File: src/srm_pkg.sv
// shared types, constants and the star-closure function of the regex matcher
package srm_pkg;

  localparam int MAX_ELEMENTS = 32;
  localparam int CNT_W        = $clog2(MAX_ELEMENTS + 1);
  localparam int IDX_W        = $clog2(MAX_ELEMENTS);
  localparam int SET_W        = MAX_ELEMENTS + 1;
  localparam int Q_DEPTH      = 2;
  localparam int QPTR_W       = $clog2(Q_DEPTH);
  localparam int QCNT_W       = $clog2(Q_DEPTH + 1);

  // input opcodes
  localparam logic [1:0] OP_CLEAR   = 2'd0;
  localparam logic [1:0] OP_PATTERN = 2'd1;
  localparam logic [1:0] OP_TEXT    = 2'd2;
  localparam logic [1:0] OP_END     = 2'd3;

  // pattern metacharacters
  localparam logic [7:0] CH_CARET  = 8'h5E;
  localparam logic [7:0] CH_STAR   = 8'h2A;
  localparam logic [7:0] CH_DOLLAR = 8'h24;
  localparam logic [7:0] CH_DOT    = 8'h2E;

  // classified command from the front to the engine
  typedef struct packed {
    logic       clear;
    logic       pattern;
    logic       text;
    logic       eot;
    logic [7:0] data;
  } srm_cmd_t;

  typedef logic [SET_W-1:0] srm_set_t;

  // spread active bits through runs of starred elements with one carry add
  function automatic srm_set_t srm_close(input srm_set_t set, input srm_set_t smask);
    srm_set_t sum;
    sum = (set & smask) + smask;
    return set | (sum ^ smask);
  endfunction

endpackage

File: src/srm_front.sv
// front part: classifies incoming beats and queues them for the engine
module srm_front
  import srm_pkg::*;
(
  input  logic       clk,
  input  logic       rst_n,
  input  logic       in_tvalid,
  output logic       in_tready,
  input  logic [7:0] in_tdata,   // in_byte
  input  logic [1:0] in_tuser,   // opcode
  output logic       cmd_valid,
  input  logic       cmd_ready,
  output srm_cmd_t   cmd
);

  srm_cmd_t          q_r [Q_DEPTH];
  logic [QPTR_W-1:0] wr_r, wr_nxt, rd_r, rd_nxt;
  logic [QCNT_W-1:0] cnt_r, cnt_nxt;
  srm_cmd_t          dec;
  logic              push, pop;

  // decode the opcode into one-hot command kinds
  always_comb begin
    dec = '0;
    dec.data = in_tdata;
    case (in_tuser)
      OP_CLEAR:   dec.clear   = 1'b1;
      OP_PATTERN: dec.pattern = 1'b1;
      OP_TEXT:    dec.text    = 1'b1;
      OP_END:     dec.eot     = 1'b1;
      default:    dec.clear   = 1'b1;
    endcase
  end

  assign in_tready = (cnt_r != QCNT_W'(Q_DEPTH));
  assign cmd_valid = (cnt_r != '0);
  assign cmd       = q_r[rd_r];
  assign push      = in_tvalid && in_tready;
  assign pop       = cmd_valid && cmd_ready;

  // queue pointers
  always_comb begin
    wr_nxt  = push ? wr_r + 1'b1 : wr_r;
    rd_nxt  = pop ? rd_r + 1'b1 : rd_r;
    cnt_nxt = cnt_r + QCNT_W'(push) - QCNT_W'(pop);
  end

  always_ff @(posedge clk) begin
    if (!rst_n) begin
      wr_r  <= '0;
      rd_r  <= '0;
      cnt_r <= '0;
    end else begin
      wr_r  <= wr_nxt;
      rd_r  <= rd_nxt;
      cnt_r <= cnt_nxt;
    end
  end

  // queue storage
  always_ff @(posedge clk) begin
    if (push) begin
      q_r[wr_r] <= dec;
    end
  end

endmodule

File: src/srm_engine.sv
// back part: pattern compiler, element store, nfa active set and result register
module srm_engine
  import srm_pkg::*;
(
  input  logic     clk,
  input  logic     rst_n,
  input  logic     cmd_valid,
  output logic     cmd_ready,
  input  srm_cmd_t cmd,
  output logic     out_tvalid,
  input  logic     out_tready,
  output logic     res_matched,
  output logic     res_overflow
);

  logic [7:0]       el_char_r [MAX_ELEMENTS];
  logic [MAX_ELEMENTS-1:0] el_star_r, el_any_r;

  logic [CNT_W-1:0] count_r, count_nxt;
  logic             anchor_start_r, anchor_start_nxt;
  logic             anchor_end_r, anchor_end_nxt;
  logic [7:0]       held_r, held_nxt;
  logic             held_valid_r, held_valid_nxt;
  logic [1:0]       caret_r, caret_nxt;
  srm_set_t         active_r, active_nxt;
  logic             started_r, started_nxt;
  logic             sticky_r, sticky_nxt;
  logic             ovf_r, ovf_nxt;
  logic             out_valid_r, matched_r, res_ovf_r;

  logic             take, out_free, emit, hit;
  logic             add_en, add_star, add_ok;
  logic [7:0]       add_ch;
  logic [CNT_W-1:0] cnt_eff;
  logic [MAX_ELEMENTS-1:0] star_eff, any_eff, vmask, hitv, adv;
  logic [7:0]       char_eff [MAX_ELEMENTS];
  srm_set_t         smask, init_set, cur_set, step_set, acc_oh;
  logic             cur_sticky;

  assign out_free  = !out_valid_r || out_tready;
  assign cmd_ready = !cmd.eot || out_free;
  assign take      = cmd_valid && cmd_ready;

  // pattern compile, text start and bookkeeping
  always_comb begin
    count_nxt        = count_r;
    anchor_start_nxt = anchor_start_r;
    anchor_end_nxt   = anchor_end_r;
    held_nxt         = held_r;
    held_valid_nxt   = held_valid_r;
    caret_nxt        = caret_r;
    started_nxt      = started_r;
    sticky_nxt       = sticky_r;
    active_nxt       = active_r;
    ovf_nxt          = ovf_r;
    add_en           = 1'b0;
    add_ch           = held_r;
    add_star         = 1'b0;
    if (cmd.pattern) begin
      anchor_end_nxt = 1'b0;
      if (started_r) begin
        active_nxt  = '0;
        started_nxt = 1'b0;
        sticky_nxt  = 1'b0;
      end
      if (cmd.data == CH_CARET && caret_r < 2'd2 && count_r == '0 && !held_valid_r) begin
        caret_nxt        = caret_r + 2'd1;
        anchor_start_nxt = 1'b1;
      end else if (cmd.data == CH_STAR && held_valid_r) begin
        add_en         = 1'b1;
        add_star       = 1'b1;
        held_valid_nxt = 1'b0;
      end else begin
        add_en         = held_valid_r;
        held_nxt       = cmd.data;
        held_valid_nxt = 1'b1;
      end
    end else if ((cmd.text || cmd.eot) && !started_r && held_valid_r) begin
      if (held_r == CH_DOLLAR) begin
        anchor_end_nxt = 1'b1;
      end else begin
        add_en         = 1'b1;
        held_valid_nxt = 1'b0;
      end
    end
    add_ok = add_en && (count_r < CNT_W'(MAX_ELEMENTS));
    if (add_ok) begin
      count_nxt = count_r + 1'b1;
    end
    if (add_en && !add_ok) begin
      ovf_nxt = 1'b1;
    end
  end

  assign cnt_eff = count_nxt;

  // per-lane view of the store with this beat's element folded in
  always_comb begin
    for (int i = 0; i < MAX_ELEMENTS; i++) begin
      if (add_ok && count_r[IDX_W-1:0] == IDX_W'(i)) begin
        star_eff[i] = add_star;
        any_eff[i]  = (add_ch == CH_DOT);
        char_eff[i] = add_ch;
      end else begin
        star_eff[i] = el_star_r[i];
        any_eff[i]  = el_any_r[i];
        char_eff[i] = el_char_r[i];
      end
      vmask[i] = (CNT_W'(i) < cnt_eff);
      hitv[i]  = vmask[i] && (any_eff[i] || char_eff[i] == cmd.data);
    end
  end

  // nfa set update
  always_comb begin
    smask      = {1'b0, star_eff & vmask};
    acc_oh     = srm_set_t'(1) << cnt_eff;
    init_set   = srm_close(srm_set_t'(1), smask);
    cur_set    = started_r ? active_r : init_set;
    cur_sticky = started_r ? sticky_r : |(init_set & acc_oh);
    adv        = cur_set[MAX_ELEMENTS-1:0] & hitv;
    step_set   = {adv & ~star_eff, 1'b0} | {1'b0, adv & star_eff}
               | srm_set_t'(!anchor_start_r);
    step_set   = srm_close(step_set, smask);
    hit        = (anchor_end_nxt ? |(cur_set & acc_oh) : cur_sticky) && !ovf_nxt;
    emit       = take && cmd.eot;
  end

  // control and set registers
  always_ff @(posedge clk) begin
    if (!rst_n) begin
      count_r        <= '0;
      anchor_start_r <= 1'b0;
      anchor_end_r   <= 1'b0;
      held_r         <= '0;
      held_valid_r   <= 1'b0;
      caret_r        <= '0;
      active_r       <= '0;
      started_r      <= 1'b0;
      sticky_r       <= 1'b0;
      ovf_r          <= 1'b0;
    end else if (take) begin
      if (cmd.clear) begin
        count_r        <= '0;
        anchor_start_r <= 1'b0;
        anchor_end_r   <= 1'b0;
        held_r         <= '0;
        held_valid_r   <= 1'b0;
        caret_r        <= '0;
        active_r       <= '0;
        started_r      <= 1'b0;
        sticky_r       <= 1'b0;
        ovf_r          <= 1'b0;
      end else begin
        count_r        <= count_nxt;
        anchor_start_r <= anchor_start_nxt;
        anchor_end_r   <= anchor_end_nxt;
        held_r         <= held_nxt;
        held_valid_r   <= held_valid_nxt;
        caret_r        <= caret_nxt;
        ovf_r          <= ovf_nxt;
        if (cmd.text) begin
          active_r  <= step_set;
          started_r <= 1'b1;
          sticky_r  <= cur_sticky || |(step_set & acc_oh);
        end else if (cmd.eot) begin
          active_r  <= '0;
          started_r <= 1'b0;
          sticky_r  <= 1'b0;
        end else begin
          active_r  <= active_nxt;
          started_r <= started_nxt;
          sticky_r  <= sticky_nxt;
        end
      end
    end
  end

  // element store, at most one lane written per beat
  always_ff @(posedge clk) begin
    for (int i = 0; i < MAX_ELEMENTS; i++) begin
      if (take && !cmd.clear && add_ok && count_r[IDX_W-1:0] == IDX_W'(i)) begin
        el_char_r[i] <= add_ch;
        el_star_r[i] <= add_star;
        el_any_r[i]  <= (add_ch == CH_DOT);
      end
    end
  end

  // result register
  always_ff @(posedge clk) begin
    if (!rst_n) begin
      out_valid_r <= 1'b0;
    end else if (emit) begin
      out_valid_r <= 1'b1;
    end else if (out_tready) begin
      out_valid_r <= 1'b0;
    end
  end

  always_ff @(posedge clk) begin
    if (emit) begin
      matched_r <= hit;
      res_ovf_r <= ovf_nxt;
    end
  end

  assign out_tvalid   = out_valid_r;
  assign res_matched  = matched_r;
  assign res_overflow = res_ovf_r;

  // checks
  a_count_max: assert property (@(posedge clk) disable iff (!rst_n)
    count_r <= CNT_W'(MAX_ELEMENTS)) else $error("element count past store");
  a_ovf_full: assert property (@(posedge clk) disable iff (!rst_n)
    ovf_r |-> count_r == CNT_W'(MAX_ELEMENTS)) else $error("overflow with room left");
  a_idle_set: assert property (@(posedge clk) disable iff (!rst_n)
    !started_r |-> (active_r == '0 && !sticky_r)) else $error("set live without text");
  a_caret: assert property (@(posedge clk) disable iff (!rst_n)
    caret_r != 2'd3) else $error("too many carets");
  a_emit_free: assert property (@(posedge clk) disable iff (!rst_n)
    emit |-> out_free) else $error("result overwritten");

endmodule

File: src/simple_regex_matcher_core.sv
// top level of the streaming regex matcher
// Send opcode 0 to clear, pattern bytes with opcode 1, then text bytes with opcode 2 and
// opcode 3 to close a text; opcode 3 returns one beat with matched and the overflow flag.
// The nfa engine takes one beat per cycle unless an end beat waits on a held result, so beats
// can follow back to back; star-closure carry adds over the 33-bit active set bound that rate. A
// two-beat queue sits in front of the engine and a result register behind it, so input is
// only held off while the queue is full, which happens when a result waits on out_tready.
module simple_regex_matcher_core
  import srm_pkg::*;
(
  input  logic       clk,
  input  logic       rst_n,
  input  logic       in_tvalid,
  output logic       in_tready,
  input  logic [7:0] in_tdata,   // in_byte[7:0]
  input  logic [1:0] in_tuser,   // opcode[1:0]
  output logic       out_tvalid,
  input  logic       out_tready,
  output logic [7:0] out_tdata,  // matched[0], zero fill [7:1]
  output logic       out_tuser   // pattern_overflow
);

  srm_cmd_t cmd;
  logic     cmd_valid, cmd_ready, matched;

  srm_front u_front (
    .clk       (clk),
    .rst_n     (rst_n),
    .in_tvalid (in_tvalid),
    .in_tready (in_tready),
    .in_tdata  (in_tdata),
    .in_tuser  (in_tuser),
    .cmd_valid (cmd_valid),
    .cmd_ready (cmd_ready),
    .cmd       (cmd)
  );

  srm_engine u_engine (
    .clk          (clk),
    .rst_n        (rst_n),
    .cmd_valid    (cmd_valid),
    .cmd_ready    (cmd_ready),
    .cmd          (cmd),
    .out_tvalid   (out_tvalid),
    .out_tready   (out_tready),
    .res_matched  (matched),
    .res_overflow (out_tuser)
  );

  assign out_tdata = {7'd0, matched};

endmodule
File: config.mk
export PLATFORM = sky130hd
export DESIGN_NAME = simple_regex_matcher_core
export DESIGN_NICKNAME = d
export VERILOG_FILES = /design/src/srm_pkg.sv /design/src/srm_front.sv /design/src/srm_engine.sv /design/src/simple_regex_matcher_core.sv
export SDC_FILE = /design/constraint.sdc
export NUM_CORES = 1
export LEC_CHECK = 0
export ABC_AREA = 1
export BUFFER_PORTS_ARGS = -buffer_cell sky130_fd_sc_hd__buf_2
export CAP_MARGIN = 15
export CORE_ASPECT_RATIO = 1.1
export CORE_MARGIN = 3
export CORE_UTILIZATION = 57
export CTS_CLUSTER_DIAMETER = 50
export DETAILED_ROUTE_END_ITERATION = 12
export PLACE_DENSITY = 0.75
export SKIP_CTS_REPAIR_TIMING = 1
export SLEW_MARGIN = 10
export SYNTH_ARGS = -nofsm -noshare
export SYNTH_HDL_FRONTEND = slang
export SYNTH_SLANG_ARGS = --single-unit
File: constraint.sdc
create_clock -name clk -period 7.1 [get_ports clk]
set_clock_uncertainty 0.05 [all_clocks]
set_input_delay 0.355 -clock clk [delete_from_list [all_inputs] [get_ports clk]]
set_output_delay 0.355 -clock clk [all_outputs]
set_load 0.01 [all_outputs]
# --- Word level (Yosys, flattened, before mapping) ---
# Memory sizes are Yosys's and may differ from the RTL's. A register that Yosys moved wholly into a read port is not among the register bits.
# Cells that the tools add are included.
word_totals:
  output_inout_bits: 11
  rom_bits: 0
  reg_bits: 126
  mem_count: 2
  ram_bits: 280
  latchBits: 0
  in_bits: 14
memory_table:
  columns: ["memory", "depth", "width", "rd", "rd_clocked_by_memory_dff", "wr", "line_no", "text"]
  rows:
  - ["u_engine.el_char_r", 32, 8, 32, 0, 1, "srm_engine.sv:16", "logic [7:0] el_char_r [MAX_ELEMENTS];"]
  - ["u_front.q_r", 2, 12, 1, 1, 1, "srm_front.sv:16", "srm_cmd_t q_r [Q_DEPTH];"]
classes:
  muxes: 312
  n_bitwise: 14
  n_reduce_logical: 203
  shift: 1
  n_addsub: 8
  eq_ne: 75
  mul: 0
  n_div: 0
  magnitude_cmp: 34
op_table:
  columns: ["op", "count"]
  rows:
  - ["$mux 8", 67]
  - ["$eq 8x8->1", 32]
  - ["$reduce_or 8->1", 31]
  - ["$mux 1", 203]
  - ["$mux 33", 6]
  - ["$mux 5", 31]
  - ["$and 32x32->32", 4]
  - ["$logic_and 1x1->1", 110]
  - ["$and 33x33->33", 3]
  - ["$reduce_or 33->1", 3]
  - ["$lt 5x6->1 const A", 16]
  - ["$eq 5x5->1 const B", 16]
  - ["$xor 33x32->33", 2]
  - ["$lt 4x6->1 const A", 8]
  - ["$eq 5x4->1 const B", 8]
  - ["$logic_or 1x1->1", 36]
  - ["$add 1x32->33", 1]
  - ["$add 33x32->33", 1]
  - ["$and 33x32->33", 1]
  - ["$or 33x1->33", 1]
  - ["$or 33x32->33", 1]
  - ["$or 33x33->33", 1]
  - ["$shl 1x6->33 const A", 1]
  - ["$not 32->32", 1]
  - ["other kinds (32)", 63]

# --- Longest topological paths before layout ---
depth:
  depth_word: 43
  depth_mapped: 42

# --- Cells and area by module ---
# From an unflattened synthesis, not the netlist that was laid out.
hier_totals:
  cells_unflattened: 3839
  area_unflattened_um2: 27898.0
by_module_without_submodules:
  columns: ["mod", "area_each_um2", "seq_area_each_um2", "instances", "cells_each"]
  rows:
  - ["srm_engine", 26630.5, 10790.3, 1, 3750]
  - ["srm_front", 1203.7, 820.8, 1, 80]
  - ["simple_regex_matcher_core", 63.8, 0.0, 1, 9]

# --- Least setup slack after synthesis ---
# Ideal clock, no wire load.
synth_timing:
  path_type: "register -> register"
  from: "register u_engine.held_r[1] (netlist: u_engine.add_ch[1])"
  to: "register u_engine.sticky_r"
  path_stages_with_launch: 29
  required_time_ns: 6.919
  n_path_buf: 2
  setup_ns: 0.131
  synth_period_minus_slack_ns: 4.957
  arrival_ns: 4.776
  path_slack_ns: 2.143
  cell_sequence: "dfxtp_1 > buf_2 > inv_2 > nor3_1 > inv_1 > clkbuf_1 > nand2_1 > o21ai_0 > nand2_1 > nand3_1 > nand2_1 > nor2_1 > ha_1 > xor2_1 > nand2_1 > a21oi_1 > nand2_1 > nor2_1 > nand3_1 > nor2_1 > nand3_1 > nor2_1 > nand2_1 > nor2_1 > nand3_1 > nor2_1 > nand2_1 > nand2_1 > a21oi_2"
synth_via:
  elab_chain_cells: 24
synth_lines:
  columns: ["item", "line_no", "text"]
  rows:
  - ["start: declaration", "srm_engine.sv:22", "logic [7:0] held_r, held_nxt;"]
  - ["start signal: assignment", "srm_engine.sv:158", "held_r <= held_nxt;"]
  - ["$eq 8x6->1", "srm_engine.sv:79", "if (held_r == CH_DOLLAR) begin"]
  - ["$mux 1", "srm_engine.sv:79", null]
  - ["$mux 1", "srm_engine.sv:78", "end else if ((cmd.text || cmd.eot) && !started_r && held_valid_r) begin"]
  - ["$mux 1", "srm_engine.sv:59", "if (cmd.pattern) begin"]
  - ["$logic_and 1x1->1", "srm_engine.sv:86", "add_ok = add_en && (count_r < CNT_W'(MAX_ELEMENTS));"]
  - ["$mux 6 / $logic_and 1x1->1 (equally long branches)", "srm_engine.sv:87, srm_engine.sv:100", null]
  - ["$lt 1x6->1, or another cell as far along", "srm_engine.sv:109", "vmask[i] = (CNT_W'(i) < cnt_eff);"]
  - ["$and 32x32->32", "srm_engine.sv:116", "smask = {1'b0, star_eff & vmask};"]
  - ["[... 8 more ...]", null, null]
  - ["$add 33x32->33", "srm_pkg.sv:38", "sum = (set & smask) + smask;"]
  - ["$xor 33x32->33", "srm_pkg.sv:39", "return set | (sum ^ smask);"]
  - ["$or 33x33->33", "srm_pkg.sv:39", null]
  - ["$and 33x33->33", "srm_engine.sv:165", "sticky_r <= cur_sticky || |(step_set & acc_oh);"]
  - ["$reduce_or 33->1", "srm_engine.sv:165", null]
  - ["$logic_or 1x1->1 (*)", "srm_engine.sv:165", null]
  - ["$mux 1 (*)", "srm_engine.sv:162", "if (cmd.text) begin"]
  - ["$mux 1 (*)", "srm_engine.sv:143", "if (cmd.clear) begin"]
  - ["end signal: assignment", "srm_engine.sv:165", null]
  - ["end signal: assignment", "srm_engine.sv:173", "sticky_r <= sticky_nxt;"]
  - ["end: declaration", "srm_engine.sv:27", "logic sticky_r, sticky_nxt;"]
# Mark *: on every way between the ends. The rest lies on a longest branch, timed or not.
# A chain may end at the register's enable or synchronous reset.

==> out/results.ini <==
[min_path]
hold_class = in2reg

[detailed_routing]
drc = 0
wl_per_cell_um = 21.2
first_pass_iters = 6
drt_iter0_markers = 3412
ant_nets = 0
wl_mm = 94.9
vias_per_cell = 5.86
vias = 26200

[clock_network]
clock-sinks = 407
path_clk_slew_ns = 0.06
clock_latency_ns = 0.61
tritoncts = built
cts_max_path_buffers = 3
numCtsBuffers = 49
h-tree-depth = 2
cts_root_buf = clkbuf_16

[placed_design]
place_area_um2 = 28000
place.gp.congestion = 1.10
hpwl_mm = 63.8
port_buffers = 17

[timing]
fin_hold_ws_ns = -0.0114
tightest_slew_ns = 1.15
finalSetupViolCount = 0
slew_headroom_pct = 22.8
tns_ns = 0
fin_crit_sh_pct = 93.8
fmax_ghz = 0.150
drv_slew = 0
timing.final.crit_period_ns = 6.66
rsz0062_at_grt = false
final_hold_viol_count = 1

[finish]
drive_above_1_share_pct = 8.60
fillCellCount = 4282
final_cell_mix = 1313 x nand2_1, 391 x inv_1, 346 x edfxtp_1
antenna_cells = 0
fin_area_um2 = 29600
layout_commonest_cell = nand2_1
final_nets = 3823
area_growth_pct = 8.14

[power]
total_power_w = 0.00865
power.density_nw_per_um2 = 292
peakVddDrop_mv = 0.211
p_leak_nw = 13.3

[global_route]
grt_antenna_before_repair = 0
grt_first_pass_wirelength_mm = 140
grt_pass1_vias = 23200
grt-ovfl-total = 0
track_usage_pct = 36.2
grt_max_degree = 56

[die]
start_util_pct = 58.2
die_w_um = 215
core_area_um2 = 47000
rows = 83
die_h_um = 236
num_io_pins = 25
fp.dieArea_um2 = 50700

[job]
cap_violations = 0

[critical_path]
crit_top_cell = nand2_1
cp-start-kind = flip-flop
required_ns = 7.50
criticalPathCategory = reg2reg
path_max_fanout = 28
cpMaxStageDelayCell = dfxtp_1
cp-end-kind = flip-flop
critical-path-max-stage-delay_ns = 0.73
arrival_ns = 7.06

[synth]
ys_seq_area_share_pct = 42.4
ys_types = 49
postSynthCellCount = 3833
synth_area_um2 = 27400
async_reset_ff_share_pct = 0
synth_warnings = 0
synth_flop_cell = edfxtp_1
synth_edf_count = 346
postSynthAreaPerCell_um2 = 7.14
synth-seq-cells = 407

[run_status]
outcome = complete, but fails checks
violations = negative hold slack

[stage by stage]
step / utilization [%] / setup WS [ns] / std cells
after floorplan: - / 2.14 / 3839
after global placement: 59.4 / 0.716 / 4376
after detailed placement: 59.4 / 0.572 / 4376
after CTS: 62.7 / 0.550 / 4466
after global routing: 62.9 / 0.0783 / 4475
final: 62.9 / 0.439 / 4475
[per-layer routing]
| layer | share of wire [%] | wire length (um) | track usage (%) | vias to the layer above |
|---|---|---|---|---|
| met5 | 0 | 0 | 0 | - |
| met1 | 38 | 36400 | 48.5 | 11900 |
| met3 | 11 | 10700 | 6.25 | 371 |
| met2 | 43 | 41100 | 55.5 | 1619 |
| met4 | 7.0 | 6670 | 21.2 | 0 |
| li1 | - | - | - | 12400 |
[critical path: cells and delay by family (launching register included)]
family / cells / cell delay [ns]
AO/OA/AOI/OAI: 3 / 1.12
buffers and inverters: 4 / 0.91
flip-flops: 1 / 0.73
AND/OR/NAND/NOR: 26 / 3.65
[final timing paths]
kind | start | end | slack [ns] | cells past startpoint
setup / recovery | flip-flop | u_engine.sticky_r | 0.44 | 33
hold / removal | rst_n | u_front.cnt_r[0] | -0.01 | 3
setup reg to reg | flip-flop | u_engine.sticky_r | 0.44 | 33
hold reg to reg | u_front.rd_r | u_front.rd_r | 0.41 | 1
[kinds of logic (layout without fill, tap and decap cells)]
| kind of cell | count (synthesis) | in the layout | synth area share [%] |
|---|---|---|---|
| simple gates | 2232 | 2232 | 35.0 |
| buf+inv | 610 | 608 | 8.92 |
| fa+ha+maj | 10 | 10 | 0.457 |
| flops | 407 | 407 | 42.4 |
| xor+xnor | 131 | 131 | 4.19 |
| compound gates | 442 | 443 | 8.96 |
| other cells | 1 | 7 | 0.0137 |
[report_power, final]
group          switching (W)  internal (W)  total, W
combinational        0.00257      0.000730   0.00330
sequential         0.0000495       0.00287   0.00292
clock                0.00107       0.00136   0.00243
total                0.00369       0.00496   0.00865
[sequential cells by signal, summed over array words and instances, names as in the netlist, named ones only]
register,flops
u_engine.el_char_r,256
u_engine.active_r,33
u_engine.el_any_r,32
u_engine.el_star_r,32
u_front.q_r,24
u_engine.add_ch,8
u_engine.count_r,6
u_engine.caret_r,2
u_front.cnt_r,2
u_engine.anchor_end_r,1
u_engine.anchor_start_r,1
u_engine.held_valid_r,1
u_engine.out_tvalid,1
u_engine.ovf_r,1
u_engine.res_matched,1
u_engine.res_overflow,1
u_engine.started_r,1
u_engine.sticky_r,1
u_front.rd_r,1
u_front.wr_r,1
[area by class of cell]
type / instances / area, um2 / area share, %
Multi-Input combinational cell: 2823 / 13400 / 45.3
Sequential cell: 407 / 11600 / 39.3
Inverter: 435 / 1630 / 5.52
Clock buffer: 56 / 1250 / 4.23
Tap cell: 637 / 797 / 2.69
Timing Repair Buffer: 83 / 601 / 2.03
Clock inverter: 34 / 282 / 0.951
[synth_stat cells (all sizes together) (18+ instances only)]
cell type	count	share of area [%]
xor2	131	4.2
nand2	1339	19
or2	39	0.89
o211ai	43	1.2
a21oi	104	2.0
buf	71	1.5
inv	426	5.8
nor3	18	0.35
nand4	94	2.2
nor2	361	5.4
o21ai	268	5.1
edfxtp	346	38
clkbuf	104	1.4
nand3	354	6.8
dfxtp	61	4.5
No activity file was read; power rests on OpenSTA's default activity.
